File: src/hdl/rbs_interval.sv
// interval narrowing: x pair opens the interval, y then z narrow it, a miss
// is flagged as soon as it empties; one stage per narrowing step

module rbs_interval #(
  parameter int W = 32
) (
  input  logic                clk_i,
  input  logic                rst_ni,
  input  logic                in_valid_i,
  output logic                in_ready_o,
  input  logic signed [W-1:0] org_i [3],
  input  logic signed [W-1:0] dir_i [3],
  input  logic signed [W-1:0] ta_i  [3],
  input  logic signed [W-1:0] tb_i  [3],
  output logic                out_valid_o,
  input  logic                out_ready_i,
  output logic signed [W-1:0] org_o [3],
  output logic signed [W-1:0] dir_o [3],
  output logic                hit_o,
  output logic signed [W-1:0] t_near_o,
  output logic signed [W-1:0] t_far_o
);

  logic [1:0] vld_q;
  logic [1:0] rdy;

  logic                hit1_d;
  logic signed [W-1:0] tn1_d;
  logic signed [W-1:0] tf1_d;
  logic                hit1_q;
  logic signed [W-1:0] tn1_q;
  logic signed [W-1:0] tf1_q;
  logic signed [W-1:0] tzn_q;
  logic signed [W-1:0] tzf_q;
  logic signed [W-1:0] org1_q [3];
  logic signed [W-1:0] dir1_q [3];

  logic                hit2_d;
  logic signed [W-1:0] tn2_d;
  logic signed [W-1:0] tf2_d;
  logic                hit2_q;
  logic signed [W-1:0] tn2_q;
  logic signed [W-1:0] tf2_q;
  logic signed [W-1:0] org2_q [3];
  logic signed [W-1:0] dir2_q [3];

  assign rdy[1] = !vld_q[1] || out_ready_i;
  assign rdy[0] = !vld_q[0] || rdy[1];

  assign in_ready_o  = rdy[0];
  assign out_valid_o = vld_q[1];

  always_ff @(posedge clk_i or negedge rst_ni) begin
    if (!rst_ni) begin
      vld_q <= '0;
    end else begin
      if (rdy[0]) vld_q[0] <= in_valid_i;
      if (rdy[1]) vld_q[1] <= vld_q[0];
    end
  end

  // strict compares: touching intervals still count as a hit
  always_comb begin
    hit1_d = !((ta_i[0] > tb_i[1]) || (ta_i[1] > tb_i[0]));
    tn1_d  = (ta_i[1] > ta_i[0]) ? ta_i[1] : ta_i[0];
    tf1_d  = (tb_i[1] < tb_i[0]) ? tb_i[1] : tb_i[0];
  end

  // after a miss on y the z results no longer matter
  always_comb begin
    hit2_d = hit1_q && !((tn1_q > tzf_q) || (tzn_q > tf1_q));
    tn2_d  = (tzn_q > tn1_q) ? tzn_q : tn1_q;
    tf2_d  = (tzf_q < tf1_q) ? tzf_q : tf1_q;
  end

  always_ff @(posedge clk_i) begin
    if (rdy[0] && in_valid_i) begin
      hit1_q <= hit1_d;
      tn1_q  <= tn1_d;
      tf1_q  <= tf1_d;
      tzn_q  <= ta_i[2];
      tzf_q  <= tb_i[2];
      org1_q <= org_i;
      dir1_q <= dir_i;
    end
    if (rdy[1] && vld_q[0]) begin
      hit2_q <= hit2_d;
      tn2_q  <= tn2_d;
      tf2_q  <= tf2_d;
      org2_q <= org1_q;
      dir2_q <= dir1_q;
    end
  end

  assign org_o    = org2_q;
  assign dir_o    = dir2_q;
  assign hit_o    = hit2_q;
  assign t_near_o = tn2_q;
  assign t_far_o  = tf2_q;

endmodule

File: config.mk
export PLATFORM = sky130hd
export DESIGN_NAME = rbs_interval
export DESIGN_NICKNAME = d
export VERILOG_FILES = /design/src/hdl/rbs_interval.sv
export SDC_FILE = /design/constraint.sdc
export NUM_CORES = 1
export LEC_CHECK = 0
export BUFFER_PORTS_ARGS = -buffer_cell sky130_fd_sc_hd__buf_2
export CORE_MARGIN = 5
export CORE_UTILIZATION = 30
export DETAILED_ROUTE_END_ITERATION = 8
export PLACE_DENSITY = 0.58
export REMOVE_ABC_BUFFERS = 1
export SLEW_MARGIN = 40
export SYNTH_ARGS = -nofsm -noshare
export SYNTH_HDL_FRONTEND = slang
export SYNTH_SLANG_ARGS = --single-unit
File: constraint.sdc
create_clock -name clk_i -period 9.2 [get_ports clk_i]
set_input_delay 0.92 -clock clk_i [delete_from_list [all_inputs] [get_ports clk_i]]
set_output_delay 0.92 -clock clk_i [all_outputs]
set_load 0.02 [all_outputs]
# Word level (Yosys, flattened, before mapping)
# Cells that the tools add are included.
# W data, S select, Z words.
[op_classes]
n_mux = 4
order_cmp = 8
n_reduce_logical = 11
[op_table]
columns = ["op", "count"]
rows = [
  ["$gt A32 B32 Y1", 6],
  ["$mux W32", 4],
  ["$lt A32 B32 Y1", 2],
  ["$logic_not A1 Y1", 4],
  ["$logic_or A1 B1 Y1", 4],
  ["$logic_and A1 B1 Y1", 3],
]
[word_totals]
wordCells = 45
output_inout_bits = 259
inputBits = 388
regBits = 580

# Depth between registers and ports, before layout
# Gate-level depths: netlist of run 1.
[logic_depth]
word_depth = 4
mapped_depth = 12
ltp_nobuf = 9

# Worst setup path after synthesis of run 1
# Ideal clock, no wire load.
[synth_path]
kind = "input -> register"
from = "in out_ready_i"
to = "reg dir1_q[0] (netlist name), enable pin"
arrival_time_ps = 8486
n_path_buf = 0
path_stages = 2
path_slack_ps = -8
required_time_ps = 8478
path_cell_list = "nand3b_1 > and2_1"
[synth_between]
elab_chain_len = 3
[synth_rtl]
columns = ["item", "line", "text"]
rows = [
  ["start: declaration", "16", "input logic out_ready_i,"],
  ["$logic_or A1 B1 Y1", "47", "assign rdy[1] = !vld_q[1] || out_ready_i;"],
  ["$logic_or A1 B1 Y1", "48", "assign rdy[0] = !vld_q[0] || rdy[1];"],
  ["$logic_and A1 B1 Y1", "77", "if (rdy[0] && in_valid_i) begin"],
  ["end signal: assignment", "84", "dir1_q <= dir_i;"],
  ["end: declaration", "36", "logic signed [W-1:0] dir1_q [3];"],
]
# Every way passes these cells.
# A chain may end at the register's enable or synchronous reset.

# Worst setup path in the final report of run 1
[layout_path]
from = "in ta_i[95] (netlist name)"
to = "reg tn1_q[5] (data pin)"
[layout_between]
elab_chain_len = 2
[layout_rtl]
columns = ["item", "line", "text"]
rows = [
  ["start: declaration", "13", "input logic signed [W-1:0] ta_i [3],"],
  ["$gt A32 B32 Y1", "65", "tn1_d = (ta_i[1] > ta_i[0]) ? ta_i[1] : ta_i[0];"],
  ["$mux W32", "65", ""],
  ["via tn1_d[5]", "28", "logic signed [W-1:0] tn1_d;"],
  ["end signal: assignment", "79", "tn1_q <= tn1_d;"],
  ["end: declaration", "31", "logic signed [W-1:0] tn1_q;"],
]
# The timed path passes the listed nets, and every way through them passes these cells.

==> out/qor.yml, run 1 <==
synthTopCellsByCount: "578 x edfxtp_1, 254 x ha_1, 219 x inv_1"
drt_iter0_drc: 1180
status: "finished clean"
grt_pass1_wl_mm: 120
async_flop_share: 0.00345
gp_congestion: 0.868
fin_ws_ps: 5010
cts_buffers: 60
critPathKind: "in -> reg"
start_util: 0.302
drv_cap: 0
fin_area_um2: 33400
clock_sinks: 580
ir_drop_v: 0.000178
fin_crit_ps: 4190
core_area_um2: 88200
grt_use_total: 0.170
required_ps: 9570
grt_max_degree: 154
start_kind: "input port"
route.antenna.remaining_nets: 0
yosysSeqAreaShare: 0.654
dp_hpwl_mm: 66.8
syn_area_um2: 26600
clockBufferDepth: 3
endpoint_kind: "flop"
die_w_um: 308
htree_levels: 2
synthDistinctLibCells: 66
num_vias: 18000
synth-edff-count: 578
hold_path.class: "in -> async"
overflow: 0
postPlaceCellArea_um2: 31300
antenna_found_initial: 23
hold_violations: 0
clock_latency_ps: 640
io_pins: 647
cts_tree: "yes"
wl_mm: 84.8
setup-violations-final: 0
ys_warn_count: 0
yosysMostFrequentCell: "edfxtp_1"
first_global_vias: 17700
period_share: 0.455
pre_cts_ws_ps: 4390
final.setup.tns_ps: 0
drive_above_1_share: 0.317
ys.flop_type: "edfxtp_1"
slew_headroom: 0.426
post_drt_wl_per_cell_um: 22.6
port_buffers: 646
worst_pin_slew_ps: 854
timing.hold.ws_ps: 74.8
rsz0062_at_grt: "false"
drt_first_pass_iters: 5
synth_top_area_frac: 0.652
viasPerCell: 4.79
finalNetCount: 3175
crit_fanout: 50
fillers: 8491
p_leak_uw: 0.0142
holdBufCountCts: 0
clk_pin_slew_worst_paths_ps: 70
root_buffer: "clkbuf_16"
area_growth_pct: 25.6
syn_inst: 1854
die_y_um: 308
drcViolationCount: 0
worst_clock_skew_ps: 31.2
die_area_um2: 94800
avgSynthCellArea_um2: 14.4
core.rowCount: 109
final_max_slew_viol_count: 0
synthTopCellsByArea: "edfxtp_1 65%, ha_1 12%, inv_1 3.1%"
crit_arrival_ps: 4560
max_clock_freq_ghz: 0.239
yosys.area.top_type: "edfxtp_1"
ys_seq_elements: 580
postCtsSetupBuffers: 0
ctsResizeCount: 0
power_density_nw_per_um2: 210
-- cell type report --
type | instances | area, µm² | share of cell area
Inverter | 219 | 822 | 0.0246
Multi-Input combinational cell | 1003 | 8160 | 0.244
Tap cell | 1165 | 1460 | 0.0436
Clock inverter | 42 | 518 | 0.0155
Timing Repair Buffer | 669 | 3510 | 0.105
Sequential cell | 580 | 17400 | 0.521
Clock buffer | 69 | 1540 | 0.0459
Antenna cell | 9 | 22.5 | 0.000674
-- critical path, stage by stage --
cell and delay, ps:
buf_2 130, inv_1 60, ha_1 590, inv_1 140, buf_4 440, a2bb2oi_1 270, o211a_2 750, o21ai_2 100
buf_4 270, o21a_1 480, o221a_2 360
-- metal layers --
layer	global-route usage	wire (µm)	up-vias
li1	-	-	8502
met1	0.208	33600	8679
met2	0.302	42500	670
met3	0.0399	6180	131
met4	0.0473	2350	22
met5	0	146	-
-- where the power goes --
part	leakage, µW	internal, µW	total (µW)	switching (µW)
logic	0.00764	435	1170	737
registers	0.00556	3200	3310	113
clock network	0.000996	1480	2530	1040
total	0.0142	5120	7010	1890
-- sequential cells by signal, indices dropped and copies added (netlist names) --
name and flops:
hit1_q 1, org1_q 96, t_near_o 32, tf1_q 32, org_o 96, t_far_o 32, tzf_q 32, vld_q 2
dir1_q 96, dir_o 96, tn1_q 32, tzn_q 32, hit_o 1
-- per-stage QoR --
step | total power (µW) | std cells | util
3_3_place_gp | 4520 | 3631 | 0.354
6_report | 7010 | 3756 | 0.379
5_1_grt | 7340 | 3751 | 0.379
2_1_floorplan | 4070 | 1802 | -
4_1_cts | 7110 | 3744 | 0.378
3_5_place_dp | 4550 | 3633 | 0.354
-- kinds of logic (layout without fill, tap and decap cells) --
group | count (synthesis) | after routing | synth area share
buffers and inverters | 271 | 999 | 0.0406
adder cells (fa/ha/maj) | 254 | 254 | 0.119
XOR/XNOR | 4 | 4 | 0.00160
flip-flops | 580 | 580 | 0.654
AND/OR/NAND/NOR | 325 | 325 | 0.0615
multiplexers | 64 | 64 | 0.0243
AO/OA/AOI/OAI | 356 | 356 | 0.0984
other | 0 | 9 | 0
-- final timing paths --
path | from | to | slack, ps | cells past startpoint
max | ta_i[95] | tn1_q[5]$_DFFE_PP_ | 5010 | 11
min | rst_ni | vld_q[0]$_DFFE_PN0N_ | 70 | 1
max reg2reg | tn1_q[31]$_DFFE_PP_ | t_near_o[30]$_DFFE_PP_ | 5450 | 11
min reg2reg | org1_q[79]$_DFFE_PP_ | org_o[79]$_DFFE_PP_ | 410 | 0
max in group asynchronous | rst_ni | vld_q[1]$_DFFE_PN0P_ | 9030 | 1
min in group clk_i | org1_q[79]$_DFFE_PP_ | org_o[79]$_DFFE_PP_ | 410 | 0
-- cells in the final DEF (no fill, tap or decap), types with 34 or more instances in the layout --
cell / synthesis / final
inv_1: 219 / 219
ha_1: 254 / 254
mux2i_1: 62 / 62
nor3_1: 72 / 72
o21ai_0: 51 / 51
nor2_1: 91 / 91
o21bai_1: 34 / 34
buf_2: 18 / 646
a21oi_1: 97 / 97
clkbuf_16: 0 / 60
nand2_1: 49 / 49
o221a_2: 37 / 37
nand4_1: 42 / 42
edfxtp_1: 578 / 578
Power figures use the tool's default switching activity.
==> inputs of run 2 (changes only) <==
ABC_AREA = 1   (was not set)
PLACE_DENSITY = 0.6   (was 0.58)
clock period = 3.4 ns   (was 9.2 ns; I/O delays follow)
==> out/qor.yml, run 2 <==
status: "finished clean"
finalNetCount: 3672  # +16%
synth-edff-count: 578  # unchanged
max_clock_freq_ghz: 0.359
area_growth_pct: 36.4
grt_pass1_wl_mm: 128  # +6.9%
antenna_found_initial: 3  # -87%
drive_above_1_share: 0.260  # -0.0576
synthTopCellsByCount: "578 x edfxtp_1, 443 x nand2_1, 254 x ha_1"
fin_ws_ps: 613  # -4400 ps
die_area_um2: 93000  # -1.8%
p_leak_uw: 0.0160  # +12%
dp_hpwl_mm: 67.0  # +0.34%
worst_pin_slew_ps: 790  # -63.7 ps
die_w_um: 305  # -0.91%
worst_clock_skew_ps: 19.0  # -12.3 ps
drcViolationCount: 0  # unchanged
clk_pin_slew_worst_paths_ps: 60  # about the same
grt_max_degree: 92  # -40%
ir_drop_v: 0.000451  # +150%
io_pins: 647  # unchanged
ys_seq_elements: 580  # unchanged
avgSynthCellArea_um2: 12.6  # -12%
power_density_nw_per_um2: 558  # +170%
post_drt_wl_per_cell_um: 20.7  # -8.1%
syn_area_um2: 26100  # -1.9%
timing.hold.ws_ps: 60.0  # -14.8 ps
synthDistinctLibCells: 31  # -53%
period_share: 0.820
clock_sinks: 580  # unchanged
crit_arrival_ps: 3120  # -1440 ps
ys.flop_type: "edfxtp_1"
route.antenna.remaining_nets: 0  # unchanged
gp_congestion: 0.853  # -1.8%
first_global_vias: 19400  # +9.8%
cts_tree: "yes"
drv_cap: 0  # unchanged
async_flop_share: 0.00345  # unchanged
crit_fanout: 32  # -36%
rsz0062_at_grt: "false"
cts_buffers: 66  # +10%
yosys.area.top_type: "edfxtp_1"
fin_crit_ps: 2790
yosysMostFrequentCell: "edfxtp_1"
core.rowCount: 108  # -0.92%
pre_cts_ws_ps: 593  # -3800 ps
final_cell_mix: "646 x buf_2, 578 x edfxtp_1, 443 x nand2_1"
required_ps: 3730  # -5840 ps
syn_inst: 2069  # +12%
critPathKind: "reg -> reg"
drt_first_pass_iters: 6  # +1
core_area_um2: 86600  # -1.8%
postCtsSetupBuffers: 0  # unchanged
slew_headroom: 0.471  # +0.0450
num_vias: 19300  # +7.1%
clock_latency_ps: 600  # -40 ps
power.total_uw: 19900  # +180%
hold_violations: 0  # unchanged
overflow: 0  # unchanged
postPlaceCellArea_um2: 30900  # -1.1%
clockBufferDepth: 3  # unchanged
synth_top_area_frac: 0.665  # +0.0124
die_y_um: 305  # -0.91%
port_buffers: 646  # unchanged
grt_use_total: 0.183  # +0.0124
start_kind: "flop"
start_util: 0.301  # about the same
synthTopCellsByArea: "edfxtp_1 66%, ha_1 12%, nand2_1 6.4%"
fin_area_um2: 35600  # +6.5%
endpoint_kind: "flop"
final_common_cell: "buf_2"
drt_iter0_drc: 1319  # +12%
hold_path.class: "in -> async"
final_max_slew_viol_count: 0  # unchanged
root_buffer: "clkbuf_16"
yosysSeqAreaShare: 0.667  # +0.0124
ys_warn_count: 0  # unchanged
wl_mm: 87.9  # +3.6%
setup-violations-final: 0  # unchanged
viasPerCell: 4.55  # -5.0%
htree_levels: 3  # +1
-- run 2: changes by cell type after synthesis, moves of 32 or more --
| cell | previous run | this run |
|---|---|---|
| nand3_1 | 24 | 141 |
| o21bai_1 | 34 | 2 |
| nand2_1 | 49 | 443 |
| nor3_1 | 72 | 7 |
| mux2i_1 | 62 | 0 |
| o221a_2 | 37 | 0 |
| nand4_1 | 42 | 79 |
-- run 2: worst paths after layout --
check	from	to	cells past startpoint	slack, ps
worst min register to register	org1_q[91]$_DFFE_PP_	org_o[91]$_DFFE_PP_	0	410
worst max register to register	tzf_q[31]$_DFFE_PP_	t_far_o[0]$_DFFE_PP_	10	610
min in group clk_i	ta_i[76]	tn1_q[12]$_DFFE_PP_	3	60
max in group asynchronous	rst_ni	vld_q[0]$_DFFE_PN0N_	2	3240
worst min-delay path	rst_ni	vld_q[1]$_DFFE_PN0P_	2	60
worst max-delay path	tzf_q[31]$_DFFE_PP_	t_far_o[0]$_DFFE_PP_	10	610
-- run 2: cell families after synthesis --
kind of cell | Yosys count | share of synthesized area
adders and majority gates | 254 | 0.122
AOI/OAI and AO/OA | 176 | 0.0356
buffers and inverters | 297 | 0.0468
DFF | 580 | 0.667
and+or+nand+nor | 762 | 0.129
-- run 2: report_power, final --
group | total (µW) | internal, µW | switching, µW
logic | 3700 | 1310 | 2390
registers | 9210 | 8830 | 376
clock network | 6980 | 4100 | 2880
total | 19900 | 14200 | 5650
-- run 2: what timing repair did --
item | CTS | global route
endpoints found under the hold margin | 259 | 0
hold buffers | 258 | 0
endpoints found under the setup margin | 0 | 0
gates resized for setup | 0 | 0
-- run 2: through the flow --
stage	instances	setup TNS (ps)	utilization
detailed placement	3859	0	0.357
finish	4235	0	0.411
floorplan	2021	-4059430	-
global route	4235	0	0.411
CTS	4233	0	0.411
global placement	3859	0	0.357
-- run 2: cell type report --
cell class / count / area [µm²]
fillers: 8069 / 51000
flip-flops and latches: 580 / 17400
multi-input cells: 1192 / 7500
repair buffers: 941 / 6220
clock buffers: 79 / 1720
well taps: 1155 / 1450
inverters: 249 / 942
clock inverters: 37 / 378
diodes: 2 / 5.00
-- run 2: metal layers --
layer  vias to the layer above  global-route usage  part of all wire
met5                         -                   0           0.00015
met1                      9168               0.221              0.40
met4                         2              0.0754             0.041
li1                       9271                   -                 -
met3                       135              0.0374             0.064
met2                       713               0.319              0.50
-- run 2: worst max-delay path, cell delays in order, from the launching register on --
cell and delay [ps]:
edfxtp_1 430, ha_1 410, nand2_1 90, nor2_1 140
nor3b_2 300, and3_1 220, nand2_2 80, nand2_2 100
nand2_2 460, nand3_1 230, nand2_1 70
